### src/rtl/mbps_pkg.sv
// Shared types and constants for the masked byte pattern scanner.
// No dependencies; every other file refers to this package by scoped names.
`timescale 1ns / 1ps

package mbps_pkg;

    localparam int ADDR_W     = 48;
    localparam int PAT_MAX    = 16;
    localparam int LEN_W      = 5;
    localparam int COUNT_W    = 16;
    localparam int CFG_IDX_W  = 3;
    localparam int CFG_DATA_W = 64;
    localparam int QUEUE_DEPTH = 2;

    typedef enum logic [CFG_IDX_W-1:0] {
        REG_PATTERN_LOW    = 3'd0,
        REG_PATTERN_HIGH   = 3'd1,
        REG_CARE_MASK      = 3'd2,
        REG_PATTERN_LENGTH = 3'd3,
        REG_MATCH_LIMIT    = 3'd4,
        REG_BASE_ADDRESS   = 3'd5
    } t_reg_idx;

    // A match as it leaves the front end: offset of the window's first byte.
    typedef struct packed {
        logic [ADDR_W-1:0] offset;
        logic              limit_reached;
    } t_match;

    // Handshake between front end and queue.
    typedef struct packed {
        logic   push;
        t_match item;
    } t_push;

    typedef struct packed {
        logic full;
        logic empty;
    } t_queue_status;

endpackage

### src/rtl/mbps_if.sv
// Valid/ready channel interfaces for the scanner: input bytes, results and
// configuration writes. Depends on mbps_pkg for widths.
`timescale 1ns / 1ps

interface mbps_in_if;
    logic       valid;
    logic       ready;
    logic [7:0] data_byte;
    logic       restart;

    modport source (output valid, output data_byte, output restart, input ready);
    modport sink   (input valid, input data_byte, input restart, output ready);
endinterface

interface mbps_out_if;
    logic                        valid;
    logic                        ready;
    logic [mbps_pkg::ADDR_W-1:0] match_address;
    logic                        limit_reached;

    modport source (output valid, output match_address, output limit_reached, input ready);
    modport sink   (input valid, input match_address, input limit_reached, output ready);
endinterface

interface mbps_cfg_if;
    logic                            valid;
    logic                            ready;
    logic [mbps_pkg::CFG_IDX_W-1:0]  index;
    logic [mbps_pkg::CFG_DATA_W-1:0] data;

    modport source (output valid, output index, output data, input ready);
    modport sink   (input valid, input index, input data, output ready);
endinterface

### src/rtl/mbps_front.sv
// Front end of the scanner: byte window, masked compare, counters and done.
// Depends on mbps_pkg; feeds matches to mbps_queue.
`timescale 1ns / 1ps

module mbps_front #(
    parameter int PATTERN_BYTES = 16
) (
    input  logic                          i_clk,
    input  logic                          i_rst_n,
    input  logic                          i_accept,
    input  logic [7:0]                    i_data_byte,
    input  logic                          i_restart,
    input  logic [127:0]                  i_pattern,
    input  logic [mbps_pkg::PAT_MAX-1:0]  i_care_mask,
    input  logic [mbps_pkg::LEN_W-1:0]    i_pattern_length,
    input  logic [mbps_pkg::COUNT_W-1:0]  i_match_limit,
    output mbps_pkg::t_push               o_push
);

    localparam int WIN   = (PATTERN_BYTES < mbps_pkg::PAT_MAX) ? PATTERN_BYTES
                                                               : mbps_pkg::PAT_MAX;
    localparam int IDX_W = (WIN > 1) ? $clog2(WIN) : 1;
    localparam logic [mbps_pkg::LEN_W-1:0] WIN_LEN = mbps_pkg::LEN_W'(WIN);

    logic [7:0]                     r_window [WIN];
    logic [mbps_pkg::ADDR_W-1:0]    r_seen;
    logic [mbps_pkg::COUNT_W-1:0]   r_total;
    logic                           r_done;

    logic [7:0]                     n_window [WIN];
    logic [mbps_pkg::ADDR_W-1:0]    n_seen;
    logic [mbps_pkg::COUNT_W-1:0]   n_total;
    logic                           n_done;

    logic [mbps_pkg::ADDR_W-1:0]    base_seen;
    logic [mbps_pkg::COUNT_W-1:0]   base_total;
    logic                           base_done;
    logic [mbps_pkg::ADDR_W-1:0]    step_seen;
    logic [mbps_pkg::COUNT_W-1:0]   step_total;
    logic [mbps_pkg::LEN_W-1:0]     eff_len;
    logic [mbps_pkg::LEN_W-1:0]     sel_full;
    logic [IDX_W-1:0]               sel;
    logic                           enough;
    logic                           hit;
    logic                           at_limit;

    always_comb begin
        // Restart clears the scan state before this byte is taken.
        base_seen  = i_restart ? '0 : r_seen;
        base_total = i_restart ? '0 : r_total;
        base_done  = i_restart ? 1'b0 : r_done;

        if (i_pattern_length == '0) begin
            eff_len = mbps_pkg::LEN_W'(1);
        end else if (i_pattern_length > WIN_LEN) begin
            eff_len = WIN_LEN;
        end else begin
            eff_len = i_pattern_length;
        end

        n_window[0] = i_data_byte;
        for (int k = 1; k < WIN; k++) begin
            n_window[k] = r_window[k-1];
        end

        step_seen = base_seen + mbps_pkg::ADDR_W'(1);
        enough = (step_seen[mbps_pkg::ADDR_W-1:mbps_pkg::LEN_W] != '0) ||
                 (step_seen[mbps_pkg::LEN_W-1:0] >= eff_len);

        // Pattern byte i sits at window position len-1-i, counted from the newest.
        hit = 1'b1;
        sel_full = '0;
        sel = '0;
        for (int i = 0; i < WIN; i++) begin
            sel_full = eff_len - mbps_pkg::LEN_W'(1) - mbps_pkg::LEN_W'(i);
            sel = sel_full[IDX_W-1:0];
            if ((mbps_pkg::LEN_W'(i) < eff_len) && i_care_mask[i] &&
                (n_window[sel] != i_pattern[8*i +: 8])) begin
                hit = 1'b0;
            end
        end
        hit = hit && enough && !base_done;

        step_total = (base_total != '1) ? base_total + mbps_pkg::COUNT_W'(1) : base_total;
        at_limit = (i_match_limit != '0) && (step_total == i_match_limit);

        n_seen  = base_done ? base_seen : step_seen;
        n_total = hit ? step_total : base_total;
        n_done  = base_done || (hit && at_limit);

        o_push.push               = i_accept && hit;
        o_push.item.offset        = step_seen - mbps_pkg::ADDR_W'(eff_len);
        o_push.item.limit_reached = at_limit;
    end

    always_ff @(posedge i_clk) begin
        if (!i_rst_n) begin
            r_seen  <= '0;
            r_total <= '0;
            r_done  <= 1'b0;
        end else if (i_accept) begin
            r_seen  <= n_seen;
            r_total <= n_total;
            r_done  <= n_done;
        end
    end

    // Window bytes are never compared before enough bytes have replaced them.
    always_ff @(posedge i_clk) begin
        if (i_accept && !base_done) begin
            r_window <= n_window;
        end
    end

endmodule

### src/rtl/mbps_queue.sv
// Short match queue between the scanner front end and the output stage.
// Depends on mbps_pkg for the match type and depth.
`timescale 1ns / 1ps

module mbps_queue (
    input  logic                    i_clk,
    input  logic                    i_rst_n,
    input  mbps_pkg::t_push         i_push,
    input  logic                    i_pop,
    output mbps_pkg::t_match        o_head,
    output mbps_pkg::t_queue_status o_status
);

    localparam int PTR_W = (mbps_pkg::QUEUE_DEPTH > 1) ? $clog2(mbps_pkg::QUEUE_DEPTH) : 1;
    localparam int CNT_W = $clog2(mbps_pkg::QUEUE_DEPTH + 1);
    localparam logic [CNT_W-1:0] DEPTH_CNT = CNT_W'(mbps_pkg::QUEUE_DEPTH);

    mbps_pkg::t_match r_mem [mbps_pkg::QUEUE_DEPTH];
    logic [PTR_W-1:0] r_wr_ptr;
    logic [PTR_W-1:0] r_rd_ptr;
    logic [CNT_W-1:0] r_count;

    assign o_head         = r_mem[r_rd_ptr];
    assign o_status.full  = (r_count == DEPTH_CNT);
    assign o_status.empty = (r_count == '0);

    always_ff @(posedge i_clk) begin
        if (!i_rst_n) begin
            r_wr_ptr <= '0;
            r_rd_ptr <= '0;
            r_count  <= '0;
        end else begin
            if (i_push.push) begin
                r_wr_ptr <= (r_wr_ptr == PTR_W'(mbps_pkg::QUEUE_DEPTH - 1)) ? '0
                                                                           : r_wr_ptr + 1'b1;
            end
            if (i_pop) begin
                r_rd_ptr <= (r_rd_ptr == PTR_W'(mbps_pkg::QUEUE_DEPTH - 1)) ? '0
                                                                           : r_rd_ptr + 1'b1;
            end
            if (i_push.push && !i_pop) begin
                r_count <= r_count + 1'b1;
            end else if (!i_push.push && i_pop) begin
                r_count <= r_count - 1'b1;
            end
        end
    end

    always_ff @(posedge i_clk) begin
        if (i_push.push) begin
            r_mem[r_wr_ptr] <= i_push.item;
        end
    end

    a_no_overflow: assert property (@(posedge i_clk) disable iff (!i_rst_n)
        i_push.push |-> (r_count != DEPTH_CNT))
        else $error("match queue written while full");

    a_no_underflow: assert property (@(posedge i_clk) disable iff (!i_rst_n)
        i_pop |-> (r_count != '0))
        else $error("match queue read while empty");

    a_count_tracks: assert property (@(posedge i_clk) disable iff (!i_rst_n)
        (i_push.push && !i_pop) |=> (r_count == $past(r_count) + 1'b1))
        else $error("match queue count lost a push");

endmodule

### src/rtl/mbps_back.sv
// Output stage of the scanner: forms the match address and holds the result.
// Depends on mbps_pkg; drains mbps_queue.
`timescale 1ns / 1ps

module mbps_back (
    input  logic                        i_clk,
    input  logic                        i_rst_n,
    input  mbps_pkg::t_match            i_head,
    input  mbps_pkg::t_queue_status     i_status,
    input  logic [mbps_pkg::ADDR_W-1:0] i_base_address,
    output logic                        o_pop,
    mbps_out_if.source                  o_out
);

    logic                        r_valid;
    logic [mbps_pkg::ADDR_W-1:0] r_address;
    logic                        r_limit;

    assign o_pop               = !i_status.empty && (!r_valid || o_out.ready);
    assign o_out.valid         = r_valid;
    assign o_out.match_address = r_address;
    assign o_out.limit_reached = r_limit;

    always_ff @(posedge i_clk) begin
        if (!i_rst_n) begin
            r_valid <= 1'b0;
        end else if (o_pop) begin
            r_valid <= 1'b1;
        end else if (o_out.ready) begin
            r_valid <= 1'b0;
        end
    end

    always_ff @(posedge i_clk) begin
        if (o_pop) begin
            r_address <= i_base_address + i_head.offset;
            r_limit   <= i_head.limit_reached;
        end
    end

endmodule

### src/rtl/masked_byte_pattern_scanner.sv
// Top level of the masked byte pattern scanner: configuration registers and
// the front end, match queue and output stage. Depends on mbps_pkg and mbps_if.
`timescale 1ns / 1ps

// The scanner takes one byte per clock cycle and reports the address of every
// window of the last pattern_length bytes that equals the programmed pattern in
// its care bytes. A byte is compared in the cycle it is accepted, and a match is
// written into the queue at that same edge and passes on to the output register
// when it is empty or being read; the match counter and the done flag
// are settled at the accepting edge, which lets the next byte follow at once.
// A two-entry match queue and the output register decouple the byte input from
// the result output: the input stalls only while both queue entries hold
// matches, which can only happen after the output has been stalled.
// Configuration is written through its own channel, which is always ready, and
// should only be changed while idle.
module masked_byte_pattern_scanner #(
    parameter int PATTERN_BYTES = 16
) (
    input  logic        i_clk,
    input  logic        i_rst_n,
    mbps_in_if.sink     i_in,
    mbps_cfg_if.sink    i_cfg,
    mbps_out_if.source  o_out
);

    logic [63:0]                        r_pattern_low;
    logic [63:0]                        r_pattern_high;
    logic [mbps_pkg::PAT_MAX-1:0]       r_care_mask;
    logic [mbps_pkg::LEN_W-1:0]         r_pattern_length;
    logic [mbps_pkg::COUNT_W-1:0]       r_match_limit;
    logic [mbps_pkg::ADDR_W-1:0]        r_base_address;

    mbps_pkg::t_push         push;
    mbps_pkg::t_match        head;
    mbps_pkg::t_queue_status status;
    logic                    pop;
    logic                    accept;

    assign i_cfg.ready = 1'b1;
    assign i_in.ready  = !status.full;
    assign accept      = i_in.valid && !status.full;

    always_ff @(posedge i_clk) begin
        if (!i_rst_n) begin
            r_pattern_low    <= '0;
            r_pattern_high   <= '0;
            r_care_mask      <= '0;
            r_pattern_length <= mbps_pkg::LEN_W'(1);
            r_match_limit    <= '0;
            r_base_address   <= '0;
        end else if (i_cfg.valid) begin
            unique case (mbps_pkg::t_reg_idx'(i_cfg.index))
                mbps_pkg::REG_PATTERN_LOW:    r_pattern_low    <= i_cfg.data;
                mbps_pkg::REG_PATTERN_HIGH:   r_pattern_high   <= i_cfg.data;
                mbps_pkg::REG_CARE_MASK:
                    r_care_mask <= i_cfg.data[mbps_pkg::PAT_MAX-1:0];
                mbps_pkg::REG_PATTERN_LENGTH:
                    r_pattern_length <= i_cfg.data[mbps_pkg::LEN_W-1:0];
                mbps_pkg::REG_MATCH_LIMIT:
                    r_match_limit <= i_cfg.data[mbps_pkg::COUNT_W-1:0];
                mbps_pkg::REG_BASE_ADDRESS:
                    r_base_address <= i_cfg.data[mbps_pkg::ADDR_W-1:0];
                default: ;
            endcase
        end
    end

    mbps_front #(
        .PATTERN_BYTES (PATTERN_BYTES)
    ) u_front (
        .i_clk            (i_clk),
        .i_rst_n          (i_rst_n),
        .i_accept         (accept),
        .i_data_byte      (i_in.data_byte),
        .i_restart        (i_in.restart),
        .i_pattern        ({r_pattern_high, r_pattern_low}),
        .i_care_mask      (r_care_mask),
        .i_pattern_length (r_pattern_length),
        .i_match_limit    (r_match_limit),
        .o_push           (push)
    );

    mbps_queue u_queue (
        .i_clk    (i_clk),
        .i_rst_n  (i_rst_n),
        .i_push   (push),
        .i_pop    (pop),
        .o_head   (head),
        .o_status (status)
    );

    mbps_back u_back (
        .i_clk          (i_clk),
        .i_rst_n        (i_rst_n),
        .i_head         (head),
        .i_status       (status),
        .i_base_address (r_base_address),
        .o_pop          (pop),
        .o_out          (o_out)
    );

endmodule

### src/flat_wrapper.sv
// flat-port wrapper written by rule: the top's interface ports become plain ports
module masked_byte_pattern_scanner_flat 
#(
    parameter int PATTERN_BYTES = 16
)
  (i_clk, i_rst_n, i_in_valid, i_in_data_byte, i_in_restart, i_in_ready, i_cfg_valid, i_cfg_index, i_cfg_data, i_cfg_ready, o_out_valid, o_out_match_address, o_out_limit_reached, o_out_ready);
  mbps_in_if i_in_i ();
  mbps_cfg_if i_cfg_i ();
  mbps_out_if o_out_i ();
  input  logic i_clk;
  input  logic i_rst_n;
  input wire logic [$bits(i_in_i.valid)-1:0] i_in_valid;
  input wire logic [$bits(i_in_i.data_byte)-1:0] i_in_data_byte;
  input wire logic [$bits(i_in_i.restart)-1:0] i_in_restart;
  output wire logic [$bits(i_in_i.ready)-1:0] i_in_ready;
  input wire logic [$bits(i_cfg_i.valid)-1:0] i_cfg_valid;
  input wire logic [$bits(i_cfg_i.index)-1:0] i_cfg_index;
  input wire logic [$bits(i_cfg_i.data)-1:0] i_cfg_data;
  output wire logic [$bits(i_cfg_i.ready)-1:0] i_cfg_ready;
  output wire logic [$bits(o_out_i.valid)-1:0] o_out_valid;
  output wire logic [$bits(o_out_i.match_address)-1:0] o_out_match_address;
  output wire logic [$bits(o_out_i.limit_reached)-1:0] o_out_limit_reached;
  input wire logic [$bits(o_out_i.ready)-1:0] o_out_ready;
  assign i_in_i.valid = i_in_valid;
  assign i_in_i.data_byte = i_in_data_byte;
  assign i_in_i.restart = i_in_restart;
  assign i_in_ready = i_in_i.ready;
  assign i_cfg_i.valid = i_cfg_valid;
  assign i_cfg_i.index = i_cfg_index;
  assign i_cfg_i.data = i_cfg_data;
  assign i_cfg_ready = i_cfg_i.ready;
  assign o_out_valid = o_out_i.valid;
  assign o_out_match_address = o_out_i.match_address;
  assign o_out_limit_reached = o_out_i.limit_reached;
  assign o_out_i.ready = o_out_ready;
  masked_byte_pattern_scanner #(.PATTERN_BYTES(PATTERN_BYTES)) u_core (.i_clk(i_clk), .i_rst_n(i_rst_n), .i_in(i_in_i), .i_cfg(i_cfg_i), .o_out(o_out_i));
endmodule
### config.mk
export PLATFORM = sky130hd
export DESIGN_NAME = masked_byte_pattern_scanner_flat
export DESIGN_NICKNAME = d
export VERILOG_FILES = /design/src/rtl/mbps_pkg.sv /design/src/rtl/mbps_if.sv /design/src/rtl/mbps_front.sv /design/src/rtl/mbps_queue.sv /design/src/rtl/mbps_back.sv /design/src/rtl/masked_byte_pattern_scanner.sv /design/src/flat_wrapper.sv
export SDC_FILE = /design/constraint.sdc
export NUM_CORES = 2
export LEC_CHECK = 0
export BUFFER_PORTS_ARGS = -buffer_cell sky130_fd_sc_hd__buf_4
export CORE_ASPECT_RATIO = 1.1
export CORE_MARGIN = 10
export CORE_UTILIZATION = 35
export DETAILED_ROUTE_END_ITERATION = 7
export PLACE_DENSITY_LB_ADDON = 0.2
export SLEW_MARGIN = 10
export SYNTH_ARGS = -nofsm -noshare
export SYNTH_HDL_FRONTEND = slang
export SYNTH_HIERARCHICAL = 1
export SYNTH_SLANG_ARGS = --single-unit
### constraint.sdc
create_clock -name i_clk -period 10.2 [get_ports i_clk]
set_input_delay 1.02 -clock i_clk [delete_from_list [all_inputs] [get_ports i_clk]]
set_output_delay 1.02 -clock i_clk [all_outputs]
set_load 0.01 [all_outputs]
# Word level (Yosys, flattened, before mapping)
# Memory sizes are Yosys's and may differ from the RTL's. A register that Yosys moved wholly into a read port is not among the register bits.
# Cells that the tools add are included.
[totals]
input_bits = 81
mem_count = 1
register_bits = 452
ramBits = 98
[op_classes]
add_sub_neg = 24
reduce_logical = 64
muxes = 82
bitwise_logic = 16
order_cmp = 34
n_eq_ne = 24
[memory_table]
columns = ["name", "depth", "word_bits", "read_ports", "rd_clocked_by_memory_dff", "write_ports", "line_no", "rtl"]
rows = [
  ["u_core.u_queue.r_mem", 2, 49, 1, 1, 1, "mbps_queue.sv:18", "mbps_pkg::t_match r_mem [mbps_pkg::QUEUE_DEPTH];"],
]
[op_table]
columns = ["cell", "count"]
rows = [
  ["$bmux W8 S4", 16],
  ["$mux W8", 32],
  ["$ne A8 B8 Y1", 16],
  ["$mux W48", 2],
  ["$ge A5 B5 Y1 const B", 16],
  ["$not A4 Y5", 16],
  ["$add A48 B1 Y48 const B", 1],
  ["$add A48 B48 Y48", 1],
  ["$mux W16", 3],
  ["$sub A48 B5 Y48", 1],
  ["$reduce_bool A43 Y1", 1],
  ["$logic_and A1 B1 Y1", 42],
  ["$lt A4 B5 Y1 const A", 8],
  ["$sub A4 B4 Y4 const B", 8],
  ["$mux W1", 25],
  ["$lt A3 B5 Y1 const A", 4],
  ["$add A16 B1 Y16 const B", 1],
  ["$eq A16 B16 Y1", 1],
  ["$ne A16 B16 Y1 const B", 1],
  ["$reduce_bool A16 Y1", 1],
  ["$sub A4 B3 Y4 const B", 4],
  ["$reduce_and A2 Y1", 6],
  ["$lt A1 B5 Y1 const A", 2],
  ["$lt A2 B5 Y1 const A", 2],
  ["other kinds (19)", 34],
]

# Longest topological paths before layout
[logic_depth]
depth_word = 33
mapped_depth = 30
ltp_nobuf = 20

# Cells and area by module
# Netlist, hierarchy kept.
[by_module_without_submodules]
columns = ["mod", "cells_each", "area_per_inst_um2", "seq_area_each_um2", "n_inst"]
rows = [
  ["mbps_front", 1880, 17649.4, 4904.7, 1],
  ["masked_byte_pattern_scanner", 768, 7838.8, 4264.1, 1],
  ["mbps_back", 471, 4404.2, 1491.4, 1],
  ["mbps_queue", 174, 3751.1, 3042.9, 1],
]

# Worst setup path before layout
# No wires, ideal clock.
[synth_timing]
kind = "reg-to-reg"
from = "reg u_core/r_pattern_length[4] (netlist name)"
to = "mem u_core/u_queue/r_mem[0][0] (netlist name) (enable)"
path_buffers = 9
t_arrival_ns = 8.278
synth_period_minus_slack_ns = 8.741
stages_incl_launch_ff = 26
path_slack_ns = 1.459
required_ns = 9.737
cell_sequence = "dfxtp_1 nor4_1 or2_1 inv_2 buf_6 buf_6 clkbuf_1 buf_2 ha_1 clkbuf_1 clkinv_1 clkbuf_1 ha_1 a21oi_1 xnor2_1 buf_2 mux4_2 xor2_1 nor4_1 a21oi_1 or4b_1 nor4_2 and3_1 buf_2 buf_6 nor2b_1"
[synth_lines]
columns = ["element", "line_no", "rtl"]
rows = [
  ["start, declared", "masked_byte_pattern_scanner.sv:29", "logic [mbps_pkg::LEN_W-1:0] r_pattern_length;"],
  ["start signal, assigned", "masked_byte_pattern_scanner.sv:48", "r_pattern_length <= mbps_pkg::LEN_W'(1);"],
  ["start signal, assigned", "masked_byte_pattern_scanner.sv:58", "r_pattern_length <= i_cfg.data[mbps_pkg::LEN_W-1:0];"],
  ["end, declared", "mbps_queue.sv:18", ""],
]

==> key figures <==
Run status
  – Status: complete, no violations

Synthesis
  – Mapped Nets: 3,442
  – Number of flops mapped to enable cells by yosys: 267
  – Unique masters post-synth: 92
  – Yosys warns: 6
  – Top post-synthesis cells by area: edfxtp_1 (24%), dfxtp_1 (17%), mux4_2 (9.2%), mux2i_1 (7.8%), nand2_1 (6.0%)
  – Cell area after synthesis: 0.0336 mm2
  – Largest family of logic cells by synthesized area: multiplexers
  – Synth Register Bits: 551
  – Yosys top cell by area: edfxtp_1
  – Avg Synthesized Cell Area: 10.2 um2
  – Xor-xnor portion of the synthesized cell area: 7.24%
  – Top_reg_cell synth: dfxtp_1
  – Post-synthesis compound-gate area fraction: 12.2%
  – Post-synthesis sequential area ratio: between 40% and 50%
  – Post-synthesis mux area share: 19.0%
  – Cells after Synth: 3,293
  – Synth Area in Adders: 2.57%
  – Post-synth ARST share: 0%
  – Post-synth top area share: between 20% and 30%
  – Simple-gate area share of the yosys netlist: 14.8%

STA
  – Fmax: 113 MHz
  – Fin crit share: between 80% and 90%
  – Fin Hold WS: 0.465 ns
  – Final min period: 8.88 ns
  – Final-report max-slew violation count: 0
  – Clk_skew: between 0.02 and 0.03 ns
  – Relative slew slack: 22.0%
  – Unrepaired setup endpoints after global routing: false
  – Final Hold Fails: 0
  – Setup_tns: 0 ns
  – Setup-failing EPs final: 0
  – Slew @ Worst Pin: around 1.2 ns

Drt
  – DRC Markers: 0
  – Final wirelength: around 110 mm
  – Via density: 5.62
  – Via count: 26,000
  – Routed wire length per instance: ~24 um
  – DR pass1 iterations: 5
  – 1st-iter DRT viols: approximately 2,400
  – Final ANT Viol Nets: 0

Placement
  – Post-DP Area: 0.0356 mm2
  – Gpl congestion: 0.932
  – PortBufs: 131
  – Hpwl dp: 80.8 mm

Floorplan
  – Die H: 345 um
  – Die area: ~0.11 mm2
  – Starting Density: 35.2%
  – Rows: 119
  – Core area: about 0.096 mm2
  – Top Ports: 133
  – Die W: 316 um

Global route
  – Largest net degree at the start of global routing: about 190
  – First-pass GRT wire length: around 160 mm
  – Total global-route track usage: 19.2%
  – GRT overflow: 0
  – Vias in the first global route: approximately 25,000
  – Initial antenna violation count: 0

Min path
  – Hold Path Depth: 2
  – Min-Delay Path Class: register to register

Worst setup path
  – Critical-path cell list: nor4_1, or2_4, clkinv_2, ha_1, buf_4, clkinv_1, buf_4, ha_1, xnor2_2, buf_4, mux4_2, xor2_1, nor4_1, a21oi_1, or4b_1, nor4_2, and3_1, buf_4, and2_2, buf_4
  – CP required: 10.51 ns
  – CP max stage cell: xnor2_2
  – Crit-path most repeated cell: buf_4
  – CP Data Arrival Time: 9.19 ns
  – CP startpoint kind: register
  – Max incr delay on CP: 0.85 ns
  – Worst Path Max Fanout: 40
  – FF-to-FF path depth: 20
  – Kind of critical path: register to register
  – Crit. End Element: register

CTS
  – TritonCTS clock tree: done
  – CTS H-tree depth: 2
  – CTS buffer count: between 60 and 70
  – Later-pin clock latency in the skew report: between 0.6 and 0.7 ns
  – Hold_buf cts: 0
  – Setup Fix Bufs, Post-CTS: 0
  – Post_cts resized: 0
  – CTS Sinks: 551
  – Root Driver: clkbuf_16
  – Clk slew on worst S/H paths: 0.06 ns
  – Clock Tree Buf Depth: 3

Layout
  – Finished layout cell area: 0.0377 mm2
  – Final #Nets: between 3,000 and 4,000
  – Fraction of layout cells with a size suffix above 1: 15.4%
  – Area Growth Syn to Fin: 12.1%
  – Final core occ: 39.4%

Power and ir drop
  – Total power: 7.46 mW
  – P_leak: ~14 nW
  – Max VDD drop: 0.138 mV
  – PwrDens: 198 mW/mm2

Job
  – Max-cap violations: 0
-- registers in the layout, indices dropped and copies added, names as in the netlist, 2 cells and up, named ones only --
name,count
u_core/u_front/r_seen,48
u_core/r_pattern_low,64
u_core/r_base_address,48
u_core/r_care_mask,16
u_core/u_back/o_out.match_address,48
u_core/u_queue/r_count,2
u_core/u_queue/r_mem,98
u_core/r_match_limit,16
u_core/r_pattern_high,64
u_core/u_front/n_window,120
u_core/r_pattern_length,5
u_core/u_front/r_total,16
-- worst max-delay path, delay by kind of cell (launching register included) --
| family | cells | cell delay, ns |
|---|---|---|
| AND/OR/NAND/NOR | 7 | 3.56 |
| buffers and inverters | 7 | 2.08 |
| XOR/XNOR | 2 | 1.00 |
| adder cells (fa/ha/maj) | 2 | 0.63 |
| multiplexers | 1 | 0.51 |
| flip-flops | 1 | 0.50 |
| AO/OA/AOI/OAI | 1 | 0.14 |
-- synthesized netlist by cell type (58+ instances only) --
library cell,count
nand2_1,538
dfxtp_1,284
edfxtp_1,267
mux2i_1,261
xnor2_1,179
nor2_1,145
a21oi_1,143
mux4_2,138
clkbuf_1,136
xor2_1,99
a22oi_1,88
o21ai_0,87
ha_1,66
nor3_1,64
mux2_2,58
-- metrics by stage --
stage / std cells / worst slack, ns
6_report: 4630 / 1.32
5_1_grt: 4629 / 0.793
4_1_cts: 4629 / 1.32
3_5_place_dp: 4515 / 1.37
3_3_place_gp: 4515 / 1.39
2_1_floorplan: 3293 / 1.46
-- power by group --
| group | internal, mW | switching [mW] | leakage, nW |
|---|---|---|---|
| clock | 1.34 | 0.931 | 1.02 |
| sequential | 2.78 | 0.182 | 4.86 |
| combinational | 0.901 | 1.33 | 8.53 |
| total | 5.02 | 2.44 | 14.4 |
-- layer usage --
metal / vias to the layer above / global-route usage [%] / part of all wire (%)
li1: 12200 / - / -
met1: 12800 / 25.1 / 42
met2: 819 / 32.4 / 49
met3: 164 / 2.78 / 5.9
met4: 0 / 5.83 / 3.2
met5: - / 0 / 0
-- worst paths after layout --
| kind | end | startpoint | slack [ns] |
|---|---|---|---|
| max reg2reg | u_core/u_queue/r_mem[1][27] | u_core/r_pattern_length[4] | 1.32 |
| min | u_core/r_base_address[4] | u_core/r_base_address[4] | 0.46 |
| max | u_core/u_queue/r_mem[1][27] | u_core/r_pattern_length[4] | 1.32 |
| min reg2reg | u_core/r_base_address[4] | u_core/r_base_address[4] | 0.46 |
-- kinds of logic after synthesis --
kind of cell,count (synthesis)
other,1
AOI/OAI and AO/OA,612
muxes,459
DFF,551
adders and majority gates,68
buffers and inverters,259
xor gates and xnor gates,278
and+or+nand+nor,1065
-- cells in the final DEF (no fill, tap or decap), types with 48 or more instances in the layout --
cell       Yosys  final
nand2_1      538    536
dfxtp_1      284    283
edfxtp_1     267    267
mux2i_1      261    261
xnor2_1      179    176
buf_4         17    172
nor2_1       145    144
a21oi_1      143    141
mux4_2       138    138
xor2_1        99     98
a22oi_1       88     88
o21ai_0       87     87
ha_1          66     66
clkbuf_16      0     64
nor3_1        64     62
mux2_2        58     58
nand4_1       55     55
nand3_1       50     50
nor2b_1       50     48
-- final cells by class --
type                            count  area, um2
Clock inverter                     28        289
Timing Repair Buffer              174       1330
Fill cell                        9394      57900
Clock buffer                       86       1780
Multi-Input combinational cell   2483      18900
Antenna cell                        1       2.50
Tap cell                         1270       1590
Inverter                           37        145
Sequential cell                   551      13700
No activity file was read; power rests on OpenSTA's default activity.
